[config.mk]
export PLATFORM = sky130hd
export DESIGN_NAME = mbr_queue
export DESIGN_NICKNAME = d
export VERILOG_FILES = /design/src/hw/rtl/mbr_pkg.sv /design/src/hw/rtl/mbr_queue.sv
export SDC_FILE = /design/constraint.sdc
export NUM_CORES = 1
export LEC_CHECK = 0
export BUFFER_PORTS_ARGS = -buffer_cell sky130_fd_sc_hd__buf_2
export CAP_MARGIN = 5
export CORE_MARGIN = 2
export CORE_UTILIZATION = 49
export CTS_CLUSTER_SIZE = 8
export DETAILED_ROUTE_END_ITERATION = 16
export PLACE_DENSITY = 0.75
export SYNTH_ARGS = -nofsm -noshare
export SYNTH_HDL_FRONTEND = slang
export SYNTH_SLANG_ARGS = --single-unit
export TNS_END_PERCENT = 100
[constraint.sdc]
create_clock -name i_clk -period 1.6 [get_ports i_clk]
set_input_delay 0.24 -clock i_clk [delete_from_list [all_inputs] [get_ports i_clk]]
set_output_delay 0.24 -clock i_clk [all_outputs]
set_load 0.01 [all_outputs]
[src/hw/rtl/mbr_pkg.sv]
// Shared field widths, default sizes and the input word type of the main-data bit reservoir.
package mbr_pkg;

    localparam int BUFFER_BYTES_DEF = 4096;
    localparam int RETAIN_BYTES_DEF = 1024;

    localparam int BYTE_W   = 8;
    localparam int CALL_W   = 13;
    localparam int BACK_W   = 9;
    localparam int FRAME_W  = 13;
    localparam int OFFSET_W = 12;
    localparam int LENGTH_W = 13;

    localparam int QUEUE_DEPTH = 2;

    localparam logic OP_APPEND = 1'b0;
    localparam logic OP_READ   = 1'b1;

    typedef struct packed {
        logic                opcode;
        logic                first_of_call;
        logic [BYTE_W-1:0]   append_byte;
        logic [CALL_W-1:0]   call_bytes;
        logic [BACK_W-1:0]   backpointer;
        logic [FRAME_W-1:0]  frame_bytes;
        logic [OFFSET_W-1:0] read_offset;
        logic [LENGTH_W-1:0] read_length;
    } t_item;

endpackage

[src/hw/rtl/mbr_queue.sv]
// Short command queue between the front end and the store back end.
module mbr_queue #(
    parameter int WIDTH = 8
) (
    input  logic             i_clk,
    input  logic             i_rst_n,
    input  logic             i_push,
    input  logic [WIDTH-1:0] i_data,
    output logic             o_ready,
    output logic             o_valid,
    output logic [WIDTH-1:0] o_data,
    input  logic             i_pop
);

    localparam int PTR_W = $clog2(mbr_pkg::QUEUE_DEPTH);
    localparam int CNT_W = $clog2(mbr_pkg::QUEUE_DEPTH + 1);

    logic [WIDTH-1:0] r_slot [mbr_pkg::QUEUE_DEPTH];
    logic [PTR_W-1:0] r_wp, r_rp;
    logic [CNT_W-1:0] r_cnt, n_cnt;

    assign o_ready = (r_cnt != CNT_W'(mbr_pkg::QUEUE_DEPTH));
    assign o_valid = (r_cnt != '0);
    assign o_data  = r_slot[r_rp];

    always_comb begin
        n_cnt = r_cnt;
        if (i_push && !(i_pop && o_valid)) begin
            n_cnt = r_cnt + CNT_W'(1);
        end else if (!i_push && i_pop && o_valid) begin
            n_cnt = r_cnt - CNT_W'(1);
        end
    end

    always_ff @(posedge i_clk) begin
        if (!i_rst_n) begin
            r_wp  <= '0;
            r_rp  <= '0;
            r_cnt <= '0;
        end else begin
            r_cnt <= n_cnt;
            if (i_push) begin
                r_wp <= (r_wp == PTR_W'(mbr_pkg::QUEUE_DEPTH - 1)) ? '0 : r_wp + PTR_W'(1);
            end
            if (i_pop && o_valid) begin
                r_rp <= (r_rp == PTR_W'(mbr_pkg::QUEUE_DEPTH - 1)) ? '0 : r_rp + PTR_W'(1);
            end
        end
    end

    always_ff @(posedge i_clk) begin
        if (i_push) begin
            r_slot[r_wp] <= i_data;
        end
    end

endmodule

Word level (Yosys, flattened, before mapping)
Memories as Yosys holds them, arrays and structs flattened. A register that Yosys moved wholly into a read port is not among the register bits.
Index checks and enable logic that the tools add are counted.
{"block": "word_totals", "reg_bits": 4, "mem_bits_rw": 16, "in_bits": 12, "out_inout_bits": 10, "wordCells": 25, "n_memories": 1}
{"name": "r_slot", "depth": 2, "width": 8, "rd": 1, "rd_ports_with_merged_regs": 1, "wr": 1, "line_no": "mbr_queue.sv:18", "source": "logic [WIDTH-1:0] r_slot [mbr_pkg::QUEUE_DEPTH];"}
{"block": "op_classes", "add_sub_neg": 4, "eq_ne": 1, "muxes": 8, "n_reduce_logical": 8}
{"op": "2-to-1 mux 1 bit", "count": 6}
{"op": "logical AND 1 bit", "count": 4}
{"op": "2-to-1 mux 2 bit", "count": 2}
{"op": "nonzero test 2 bit", "count": 2}
{"op": "adder 1 bit, second input constant", "count": 2}
{"op": "adder 2 x 1 -> 2 bit, second input constant", "count": 1}
{"op": "zero test 1 bit", "count": 2}
{"op": "inequality test 2 bit, second input constant", "count": 1}
{"op": "subtractor 2 x 1 -> 2 bit, second input constant", "count": 1}

Depth between registers and ports, before layout
{"block": "logic_depth", "ltp_word": 5, "depth_mapped": 3, "depth_no_buf": 3}

Least setup slack after synthesis
Ideal clock, no wire load.
{"block": "synth_path", "kind": "reg2reg", "startpoint": "register r_wp", "endpoint": "memory r_slot[0][0], enable pin", "setup_ps": 373, "arrival_ps": 715, "required_time_ps": 1227, "path_slack_ps": 512, "stages_incl_launch_ff": 2, "path_buffers": 0, "synth_period_minus_slack_ps": 1088, "cell_sequence": "dfxtp_1 -> nor2b_1"}
{"element": "start, declared", "line_no": "mbr_queue.sv:19", "source": "logic [PTR_W-1:0] r_wp, r_rp;"}
{"element": "start signal, assigned", "line_no": "mbr_queue.sv:43", "source": "r_wp <= (r_wp == PTR_W'(mbr_pkg::QUEUE_DEPTH - 1)) ? '0 : r_wp + PTR_W'(1);"}
{"element": "end, declared", "line_no": "mbr_queue.sv:18"}
Straight into the memory's write port.

==> impl_results.md <==
* Run status: finished, final reports clean
* Arrival @ worst endpoint at ~1.2 ns
* Fraction of the mapped netlist area in adder cells at 0
* Leak at 0.3859 nW
* Initial antenna violation count at 0
* Htree depth at 1
* Largest family of logic cells by synthesized area: multiplexers
* Gpl congestion at about 0.74
* Top cell type's share of synthesized area at 0.5935
* Sw Share at 0.2245
* Clock Latency Late Sink at approximately 0.30 ns
* Unrepaired setup endpoints after global routing: false
* Sink Count at 21
* Final Cycle Share at 0.9239
* Die Span X at ~45 um
* Clk root buf: clkbuf_4
* Ys async rst share at 0
* Post-synthesis mux area share at 0.1360
* CP max-delay cell: dfxtp_2
* TritonCTS clock tree: built
* Sequential share of power at 0.635
* Crit-path cells: mux2_2 > buf_2
* Total wire length at approximately 1.1 mm
* Die Area at roughly 2000 um^2
* First-pass GRT wire length at ~1.8 mm
* EDFF count, synth at 16
* Synth Cell Area at 809.5 um^2
* Initial Util at 0.5312
* Ant diodes at 0
* Core area at between 1500 and 2000 um^2
* Pwr dens at slightly above 1000 nW/um^2
* Avg Synthesized Cell Area at between 15 and 20 um^2
* Commonest cells in the netlist: edfxtp_1, mux2_2, dfxtp_1, nor2_1
* Layout area overhead at 20.25%
* Setup CP Type: register to output port
* YS warnings at 0
* Fraction of layout cells with a size suffix above 1 at 0.5065
* Tot Pwr at 1.007 mW
* Logic pwr share at 0.121
* Gate Count Post-Synth at between 50 and 60
* Hold Vio Cnt, Final at 0
* Avg WL per Cell at between 10 and 15 um
* Final Net Count at 90
* Via count at around 460
* Largest cells by area after synthesis: edfxtp_1, dfxtp_1, mux2_2
* Xor/xnor share of the synthesized area at 0.02164
* Final Util at 0.6388
* Die Height at approximately 45 um
* Main synth FF type: edfxtp_1
* Post-synthesis simple-gate area fraction at 0.06801
* VDD IR max at 0.6233 mV
* DRC at 0
* Clock power share at 0.244
* Worst-Margin Slew at a little under 0.4 ns
* Hold buffers post-CTS at 0
* Fmax at 0.6765 GHz
* Post-route ant nets at 0
* Delay-heaviest family, CP: flip-flops
* IO Port Bufs at 21
* Largest area contributor in the netlist: edfxtp_1
* Syn nets at 63
* Std cell rows at 14
* P_sw at approximately 0.23 mW
* Crit start category: register
* Most frequent cell after synthesis: edfxtp_1
* Compound-Gate Fraction of Synth Area at 0.03709
* Synthesized flop and latch total at 21
* Seq/Total Area, Yosys at 0.7172
* Global route overflow at 0
* CP endpoint kind: output port
* Iteration-0 DRC Markers at 2
* Worst EP required at around 1.4 ns
* Setup TNS at 0 ns
* Clock Path Buffers at 2
* Synth cell types at 19
* Fillers at 130
* Worst Path Max Fanout at 8
* Fin Clk Skew at around 0.0011 ns
* Class of the worst hold path: input port to register
* First-pass DRT Iterations at 4
* I/O pin count at 22
* Internal power at 0.7811 mW
* Largest net degree at the start of global routing at 13
* Tot GR Track Use at 0.1362
* WP buf/inv at 1
* TritonCTS buffer count at 3
* Max-cap violation count at 0
* Final min period at approximately 1.5 ns
* Final setup viols at 0
* Vias in the first global route at approximately 410
* Crit-path max cell delay at about 0.45 ns
* Dpl hpwl at approximately 800 um
* Clk slew on worst S/H paths at ~0.11 ns
* Relative slew slack at 0.7397
* Vias per cell at around 5
* Slew Limit Fails at 0
path summary, 6_finish.rpt:
kind                                         from                endpoint  slack (ns)  cells past startpoint
worst max-delay path                     register               o_data[4]        0.12                      2
worst min-delay path                    i_data[0]  r_slot[1][0]$_DFFE_PP_        0.12                      1
worst max register to register  r_wp$_SDFFE_PN0P_  r_slot[1][5]$_DFFE_PP_        0.52                      1
worst min register to register  r_rp$_SDFFE_PN0P_       r_rp$_SDFFE_PN0P_        0.51                      2
power by group through the flow:
stage	Combinational, mW	Clock (mW)	Sequential [mW]
after floorplan	0.0767	0	0.643
after global placement	0.121	0	0.651
after detailed placement	0.124	0	0.652
after CTS	0.124	0.257	0.640
after global routing	0.135	0.280	0.643
final	0.122	0.246	0.639
logic make-up (layout without fill, tap and decap cells):
family                 count (synthesis)  after routing
flip-flops                            21             21
multiplexers                          10             10
AND/OR/NAND/NOR                       10             10
AO/OA/AOI/OAI                          4              4
buffers and inverters                  4             30
XOR/XNOR                               2              2
layer usage:
metal  share of wire  wire [um]  vias to the layer above  global-route usage
met5               0          0                        -                   0
met4           0.037         42                        0              0.1091
met3           0.062         70                        4             0.05306
met2            0.48        534                       15              0.1913
met1            0.42        477                      205              0.1649
li1                -          -                      240                   -
per-stage QoR:
stage / setup slack, ns / hold WS (ns) / area, um^2 / instances
2_1_floorplan: 0.5123 / 0.3389 / 809.5 / 51
3_3_place_gp: 0.3396 / 0.4277 / 944.7 / 89
3_5_place_dp: 0.3215 / 0.4327 / 944.7 / 89
4_1_cts: 0.08698 / 0.1067 / 973.4 / 93
5_1_grt: 0.04903 / 0.09789 / 973.4 / 93
6_report: 0.1218 / 0.1205 / 973.4 / 93
flip-flops by register name (all words and copies together), names as in the netlist, named ones only:
| signal | cells |
|---|---|
| r_wp | 1 |
| r_rp | 1 |
| r_slot | 16 |
| r_cnt | 2 |
area by class of cell:
type	instances	area (um^2)	area share
clock inverters	1	5.005	0.005141
flip-flops and latches	21	581.8	0.5977
well taps	16	20.02	0.02057
clock buffers	3	22.52	0.02314
multi-input cells	26	212.7	0.2185
inverters	3	11.26	0.01157
repair buffers	23	120.1	0.1234
cells in the final DEF, fill, tap and decap left out:
cell,instances
or2_2,1
dfxtp_1,4
nand2b_1,2
mux2_2,8
mux2i_1,2
xor2_1,1
nand2_1,1
xnor2_1,1
and4_1,1
nor2b_1,1
inv_1,2
o21ai_0,2
inv_2,1
a2111oi_2,1
buf_4,2
dfxtp_2,1
clkinv_2,1
buf_2,21
clkbuf_4,3
a21oi_1,1
and2_1,1
nor2_1,3
edfxtp_1,16
timing repair:
| item | 4_1_cts | 5_1_grt |
|---|---|---|
| setup buffers | 0 | 0 |
| resized for setup | 1 | 0 |
| setup endpoints to repair | 8 | 0 |
(Power assumes the default switching activity.)
