--- src/hw/rtl/mbr_pkg.sv ---
// Shared field widths, default sizes and the input word type of the main-data bit reservoir.
package mbr_pkg;

    localparam int BUFFER_BYTES_DEF = 4096;
    localparam int RETAIN_BYTES_DEF = 1024;

    localparam int BYTE_W   = 8;
    localparam int CALL_W   = 13;
    localparam int BACK_W   = 9;
    localparam int FRAME_W  = 13;
    localparam int OFFSET_W = 12;
    localparam int LENGTH_W = 13;

    localparam int QUEUE_DEPTH = 2;

    localparam logic OP_APPEND = 1'b0;
    localparam logic OP_READ   = 1'b1;

    typedef struct packed {
        logic                opcode;
        logic                first_of_call;
        logic [BYTE_W-1:0]   append_byte;
        logic [CALL_W-1:0]   call_bytes;
        logic [BACK_W-1:0]   backpointer;
        logic [FRAME_W-1:0]  frame_bytes;
        logic [OFFSET_W-1:0] read_offset;
        logic [LENGTH_W-1:0] read_length;
    } t_item;

endpackage

--- src/hw/rtl/mbr_front.sv ---
// Front end: accepts words, keeps fill count and ring base, and issues store commands.
module mbr_front #(
    parameter int BUFFER_BYTES = mbr_pkg::BUFFER_BYTES_DEF,
    parameter int RETAIN_BYTES = mbr_pkg::RETAIN_BYTES_DEF
) (
    input  logic                                 i_clk,
    input  logic                                 i_rst_n,
    input  logic                                 i_valid,
    output logic                                 o_ready,
    input  mbr_pkg::t_item                       i_item,
    output logic                                 o_push,
    input  logic                                 i_queue_ready,
    output logic [$clog2(BUFFER_BYTES)+10:0]     o_cmd
);

    localparam int ADDR_W = $clog2(BUFFER_BYTES);
    localparam int FILL_W = $clog2(BUFFER_BYTES + 1);
    localparam int OV_W   = (FILL_W > mbr_pkg::CALL_W ? FILL_W : mbr_pkg::CALL_W) + 1;
    localparam int HI_W   = (FILL_W > mbr_pkg::OFFSET_W ? FILL_W : mbr_pkg::OFFSET_W) + 1;
    localparam logic [FILL_W-1:0] BufFill  = FILL_W'(BUFFER_BYTES);
    localparam logic [FILL_W-1:0] KeepFill = FILL_W'(RETAIN_BYTES);

    typedef struct packed {
        logic                      wr;
        logic [ADDR_W-1:0]         addr;
        logic [mbr_pkg::BYTE_W-1:0] data;
        logic                      pad;
        logic                      last;
    } t_cmd;

    typedef enum logic [2:0] {
        S_IDLE  = 3'b001,
        S_CALC  = 3'b010,
        S_ISSUE = 3'b100
    } t_front_state;

    t_front_state        r_state, n_state;
    mbr_pkg::t_item      r_item;
    logic [FILL_W-1:0]   r_fill, n_fill;
    logic [ADDR_W-1:0]   r_base, n_base;
    logic [HI_W-1:0]     r_hi, n_hi;

    logic                overflow;
    logic [FILL_W-1:0]   keep;
    logic [FILL_W-1:0]   start;
    logic                in_window;
    logic [HI_W-1:0]     diff;
    t_cmd                cmd;

    // Store index of a logical position; both operands stay below the ring size.
    function automatic logic [ADDR_W-1:0] ring(input logic [ADDR_W-1:0] base,
                                               input logic [FILL_W-1:0] pos);
        logic [FILL_W:0] s;
        s = (FILL_W+1)'(base) + (FILL_W+1)'(pos);
        if (s >= (FILL_W+1)'(BUFFER_BYTES)) begin
            s = s - (FILL_W+1)'(BUFFER_BYTES);
        end
        return s[ADDR_W-1:0];
    endfunction

    assign overflow = r_item.first_of_call &&
                      ((OV_W'(r_fill) + OV_W'(r_item.call_bytes)) > OV_W'(BUFFER_BYTES));
    assign keep     = (r_fill < KeepFill) ? r_fill : KeepFill;
    assign start    = (OV_W'(r_fill) >= OV_W'(r_item.frame_bytes)) ?
                      FILL_W'(OV_W'(r_fill) - OV_W'(r_item.frame_bytes)) : '0;
    assign diff      = r_hi - HI_W'(r_item.backpointer);
    assign in_window = (r_hi >= HI_W'(r_item.backpointer)) && (diff < HI_W'(r_fill));

    always_comb begin
        cmd.wr   = (r_item.opcode == mbr_pkg::OP_APPEND);
        cmd.data = r_item.append_byte;
        cmd.pad  = !in_window;
        cmd.last = ((mbr_pkg::LENGTH_W'(r_item.read_offset) + mbr_pkg::LENGTH_W'(1))
                    == r_item.read_length);
        if (r_item.opcode == mbr_pkg::OP_APPEND) begin
            cmd.addr = ring(r_base, r_fill);
        end else begin
            cmd.addr = ring(r_base, diff[FILL_W-1:0]);
        end
    end

    assign o_cmd   = cmd;
    assign o_ready = (r_state == S_IDLE);

    always_comb begin
        n_state = r_state;
        n_fill  = r_fill;
        n_base  = r_base;
        n_hi    = r_hi;
        o_push  = 1'b0;
        case (r_state)
            S_IDLE: begin
                if (i_valid) begin
                    n_state = S_CALC;
                end
            end
            S_CALC: begin
                if (r_item.opcode == mbr_pkg::OP_APPEND) begin
                    if (overflow) begin
                        n_base = ring(r_base, r_fill - keep);
                        n_fill = keep;
                    end
                end else begin
                    n_hi = HI_W'(start) + HI_W'(r_item.read_offset);
                end
                n_state = S_ISSUE;
            end
            S_ISSUE: begin
                if (r_item.opcode == mbr_pkg::OP_APPEND && r_fill >= BufFill) begin
                    // Buffer full: the byte is dropped.
                    n_state = S_IDLE;
                end else if (i_queue_ready) begin
                    o_push  = 1'b1;
                    n_state = S_IDLE;
                    if (r_item.opcode == mbr_pkg::OP_APPEND) begin
                        n_fill = r_fill + FILL_W'(1);
                    end
                end
            end
            default: begin
                n_state = S_IDLE;
            end
        endcase
    end

    always_ff @(posedge i_clk) begin
        if (!i_rst_n) begin
            r_state <= S_IDLE;
            r_fill  <= '0;
            r_base  <= '0;
        end else begin
            r_state <= n_state;
            r_fill  <= n_fill;
            r_base  <= n_base;
        end
    end

    always_ff @(posedge i_clk) begin
        r_hi <= n_hi;
        if (i_valid && o_ready) begin
            r_item <= i_item;
        end
    end

endmodule

--- config.mk ---
export PLATFORM = sky130hd
export DESIGN_NAME = mbr_front
export DESIGN_NICKNAME = d
export VERILOG_FILES = /design/src/hw/rtl/mbr_pkg.sv /design/src/hw/rtl/mbr_front.sv
export SDC_FILE = /design/constraint.sdc
export NUM_CORES = 1
export LEC_CHECK = 0
export BUFFER_PORTS_ARGS = -buffer_cell sky130_fd_sc_hd__buf_4
export CAP_MARGIN = 20
export CORE_UTILIZATION = 50
export DETAILED_ROUTE_END_ITERATION = 7
export GPL_ROUTABILITY_DRIVEN = 0
export PLACE_DENSITY_LB_ADDON = 0.25
export SLEW_MARGIN = 20
export SYNTH_ARGS = -nofsm -noshare
export SYNTH_HDL_FRONTEND = slang
export SYNTH_SLANG_ARGS = --single-unit
--- constraint.sdc ---
create_clock -name i_clk -period 8.5 [get_ports i_clk]
set_input_delay 1.7 -clock i_clk [delete_from_list [all_inputs] [get_ports i_clk]]
set_output_delay 1.7 -clock i_clk [all_outputs]
set_load 0.02 [all_outputs]
# After elaboration in Yosys (flattened, before gate mapping)
# Cells that the tools add are included.
# Widths: inputs -> output; s select.
# totals
ff_bits	112
input_bits	74
output_inout_bits	25
wordCells	75
# classes
add_sub_neg	13
n_lt_le_gt_ge	9
eq_ne	11
muxes	19
n_bitwise	1
reduce_logical	10
# op_table
op	count
$mux 13	7
$mux 12	4
$add 12x13->14	3
$ge 14x13->1 const B	3
$sub 12x1->12 const B	3
$pmux 13 s2	1
$sub 13x13->13	2
$add 13x12->14	1
$add 13x13->14	1
$ge 14x9->1	1
$gt 14x13->1 const B	1
$lt 14x13->1	1
$sub 14x9->14	1
$add 12x1->13 const B	1
$add 13x1->13 const B	1
$eq 13x13->1	1
$ge 13x13->1	1
$ge 13x13->1 const B	1
$lt 13x11->1 const B	1
$ne 2x2->1 const B	6
$mux 3	3
$pmux 3 s3	1
$reduce_and 6->1	1
$logic_and 1x1->1	4
10 further kinds	13

# Depth between registers and ports, before layout
# depth
word_depth	6
mapped_depth	22
mapped_depth_nobuf	21

# Worst setup path after synthesis
# OpenSTA, ideal clock, no wires.
# synth_path
path_type	register to output
start	register r_hi[0]
end	output o_cmd[21]
arrival_time_ps	3773
required_ps	6800
setup_slack_ps	3027
stages_incl_launch_ff	20
path_buffers	0
cell_sequence	edfxtp_1 -> inv_1 -> ha_1 -> inv_1 -> fa_1 -> a21o_1 -> a21oi_1 -> o21bai_1 -> a21oi_1 -> o21bai_1 -> a21oi_1 -> xnor2_1 -> mux2_2 -> ha_1 -> and3_1 -> a21oi_1 -> o21ai_0 -> o41ai_1 -> xnor2_1 -> xor2_1
# synth_via
elab_chain_cells	5
word_cells_on_any_way	6
cone_classes	add/sub: 3; order compare: 1; mux: 2
# synth_lines
element	line	text
from (decl)	mbr_front.sv:41	logic [HI_W-1:0] r_hi, n_hi;
from (signal assigned)	mbr_front.sv:139	r_hi <= n_hi;
$sub 14x9->14 *	mbr_front.sv:66	assign diff = r_hi - HI_W'(r_item.backpointer);
$add 12x13->14 *	mbr_front.sv:54	s = (FILL_W+1)'(base) + (FILL_W+1)'(pos);
$sub 12x1->12 / $ge 14x13->1 (equally long branches)	mbr_front.sv:56, mbr_front.sv:55	
$mux 12 *	mbr_front.sv:55	if (s >= (FILL_W+1)'(BUFFER_BYTES)) begin
$mux 12 *	mbr_front.sv:75	if (r_item.opcode == mbr_pkg::OP_APPEND) begin
to (decl)	mbr_front.sv:13	output logic [$clog2(BUFFER_BYTES)+10:0] o_cmd
# Every way passes the cells marked *; elsewhere a longest branch is shown, timed or not.

# Worst setup path after layout
# Same ends and word-level chain as after synthesis.

==> metrics.csv <==
stage,metric,value,unit
status,run status,finished clean,
worst_setup_path,CP Data Required Time,6.80,ns
logic_synthesis,post-synthesis sequential area ratio,0.3684,
detailed_routing,Vias,6865,
detailed_routing,routed wire length,18.92,mm
placement,post-detail-place hpwl,14.55,mm
placement,placed inst area,0.009226,mm^2
layout,Area Overhead vs Synth,14.13,%
clocking,htree depth,3,
detailed_routing,DRT Pass-1 Iters,7,
worst_setup_path,startpoint types,flop,
logic_synthesis,post-synth net total,1064,
logic_synthesis,Avg Inst Size Synth,9.319,um^2
timing,final worst path period need,6.097,ns
worst_hold_path,Hold EP,r_base[0],
layout,Multi-input gate area,0.004865,mm^2
clocking,hold_buf cts,0,
logic_synthesis,Post-synth EDFFs,84,
global_routing,first-pass GRT wire length,31.19,mm
timing,final number of max-transition violations,0,
clocking,# Post-CTS Setup Buffers,0,
detailed_routing,DRT iter0 DRCs,370,
clocking,CTS tree,done,
floorplanning,I/O pin cnt,99,
timing,slew at the pin closest to its max-slew limit,0.9756,ns
logic_synthesis,Post-synth top cells,"86 x ha_1, 84 x edfxtp_1, 77 x nor2_1",
logic_synthesis,Post-Syn Instances,898,
timing,Clock Skews,0.01355,ns
global_routing,vias in the first global route,6576,
logic_synthesis,Synth Register Bits,112,
worst_setup_path,FF-to-FF Start,r_fill[1],
detailed_routing,ANT nets after route,0,
worst_hold_path,HP Class,flop to flop,
logic_synthesis,dominant synthesized flop cell,edfxtp_1,
timing,f_max,164.0,MHz
detailed_routing,Avg Vias per Cell,5.716,
global_routing,pin count of the biggest net entering global routing,71,
logic_synthesis,Synth area leader,edfxtp_1,
layout,Post-layout nets,1146,
logic_synthesis,Synth Warn #,0,
worst_setup_path,R2R setup slack,3.60,ns
worst_setup_path,reg2reg end,r_hi[12],
worst_setup_path,R2R depth,20,
global_routing,remaining global-route overflow,0,
logic_synthesis,share of synthesized flip-flops with an asynchronous set or reset,0,
pwr,Cell Pwr Density,139.7,mW/mm^2
clocking,Max Root-Sink Buffers,2,
timing,Final setup viols,0,
clocking,Worst-Skew Late Latency,0.36,ns
logic_synthesis,Synth Cell Area,0.008368,mm^2
layout,FILL cells,1424,
placement,Port Buf Inserts,98,
timing,relative slew slack,0.3489,
logic_synthesis,"top cells by area, synth","edfxtp_1 30%, ha_1 13%, dfxtp_1 6.7%",
timing,unrepaired setup endpoints after global routing,no,
clocking,CTS sink count,112,
floorplanning,Die X,131.4,um
worst_hold_path,hold depth,2,
pwr,Pleak,3.938,nW
layout,final non-filler cell area,0.009550,mm^2
worst_setup_path,WS Path Type,flop to output pin,
detailed_routing,DRC viols,0,
worst_setup_path,Worst Setup End Kind,output pin,
floorplanning,die height,131.4,um
layout,register area,0.003083,mm^2
pwr,VDD IR-drop max,0.1243,mV
logic_synthesis,post-synth cell types,74,
job,total of max-cap violations,0,
worst_setup_path,worst-path maximum fanout,6,
worst_setup_path,"Data arrival, critical path",4.40,ns
timing,Fin. Hold Viols,0,
global_routing,antenna violations before repair,0,
timing,setup TNS,0,ns
clocking,"Clk pin slew, worst setup/hold paths",0.08,ns
global_routing,GRT Util Overall,0.2246,
clocking,Post-CTS Resized,0,
detailed_routing,drt wl/cell,15.75,um
layout,antenna cells,0,
timing,Final Cycle Share,0.7173,
floorplanning,row cnt,46,
floorplanning,Starting Density,0.5193,
layout,proportion of layout cells with a drive suffix above 1,0.1371,
floorplanning,CORE AREA,0.01612,mm^2
floorplanning,Die ar.,0.01726,mm^2
logic_synthesis,most common cell in the netlist,ha_1,
worst_hold_path,hold path start,r_base[0],
clocking,Root Driver,clkbuf_16,
clocking,Num CTS Buffers,9,
logic_synthesis,share of the synthesized area in the top cell type,0.3014,
==> per-layer routing <==
metal | wire length (um) | global-route usage | vias to the layer above
li1 | - | - | 3461
met5 | 0 | 0 | -
met1 | 8523 | 0.2887 | 3128
met3 | 1078 | 0.03935 | 36
met4 | 461 | 0.08721 | 0
met2 | 8853 | 0.3756 | 240
==> final cells by class <==
| type | count | share of cell area |
|---|---|---|
| multi-input cells | 685 | 0.5094 |
| clock inverters | 7 | 0.008647 |
| inverters | 72 | 0.02830 |
| flip-flops and latches | 112 | 0.3228 |
| well taps | 216 | 0.02830 |
| repair buffers | 100 | 0.07900 |
| clock buffers | 9 | 0.02358 |
==> where the power goes <==
part           switching, mW  leakage (nW)  internal (mW)  total (mW)
combinational          0.136          2.77          0.111       0.248
sequential            0.0200          1.01          0.624       0.644
clock                  0.208         0.152          0.235       0.443
total                  0.364          3.94          0.970        1.33
==> metrics by stage <==
step           power [mW]  setup slack [ns]  hold WS, ns  std cells    util
6_report            1.334             2.403       0.5088       1201  0.5926
3_5_place_dp       0.9022             2.819       0.4990       1184  0.5725
4_1_cts             1.346             2.384       0.5092       1200  0.5916
2_1_floorplan      0.8229             3.027       0.4552        898       -
3_3_place_gp       0.8979             2.916       0.4885       1184  0.5725
5_1_grt             1.394             2.047       0.5293       1201  0.5926
==> worst max-delay path, cell delays in order (launching register included) <==
cell      delay (ns)
edfxtp_1        0.36
inv_1           0.06
ha_1            0.15
inv_1           0.06
fa_1            0.40
a21o_1          0.18
a21oi_1         0.22
o21bai_1        0.09
a21oi_1         0.26
o21bai_1        0.10
a21oi_1         0.17
xnor2_1         0.10
mux2_2          0.28
ha_1            0.36
and3_1          0.19
a21oi_1         0.10
o21ai_0         0.12
o41ai_1         0.37
xnor2_1         0.18
xor2_1          0.15
buf_4           0.15
==> logic make-up after synthesis <==
group                      count (synthesis)  share of synthesized area
and+or+nand+nor                          262                     0.1540
xor gates and xnor gates                  64                    0.06699
buffers and inverters                    101                    0.05099
DFF                                      112                     0.3684
adders and majority gates                 92                     0.1429
AOI/OAI and AO/OA                        251                     0.1983
muxes                                     14                    0.01749
other                                      2                  0.0008975
==> state kept, by name, indices dropped and copies added (netlist names) <==
| signal | count |
|---|---|
| o_cmd | 8 |
| r_base | 12 |
| r_fill | 13 |
| r_hi | 14 |
| r_item | 62 |
| r_state | 3 |
==> worst max-delay path by stage <==
stage               startpoint   endpoint  slack (ns)  depth (start not counted)
finish                 r_hi[0]  o_cmd[21]        2.40                         20
global route           r_hi[0]  o_cmd[21]        2.05                         20
CTS                    r_hi[0]  o_cmd[21]        2.38                         20
detailed placement     r_hi[0]  o_cmd[21]        2.82                         20
global placement       r_hi[0]  o_cmd[21]        2.92                         20
floorplan              r_hi[0]  o_cmd[21]        3.03                         19
==> cell usage in the layout, fill, tap and decap left out, types with 28 or more instances in the layout <==
cell type and n:
nor2_1 77, nand2_1 51, nand3_1 32, xnor2_1 37, dfxtp_1 28, o21ai_0 52
ha_1 86, a21oi_1 71, edfxtp_1 84, buf_4 99, inv_1 71
No activity file was read; power rests on OpenSTA's default activity.
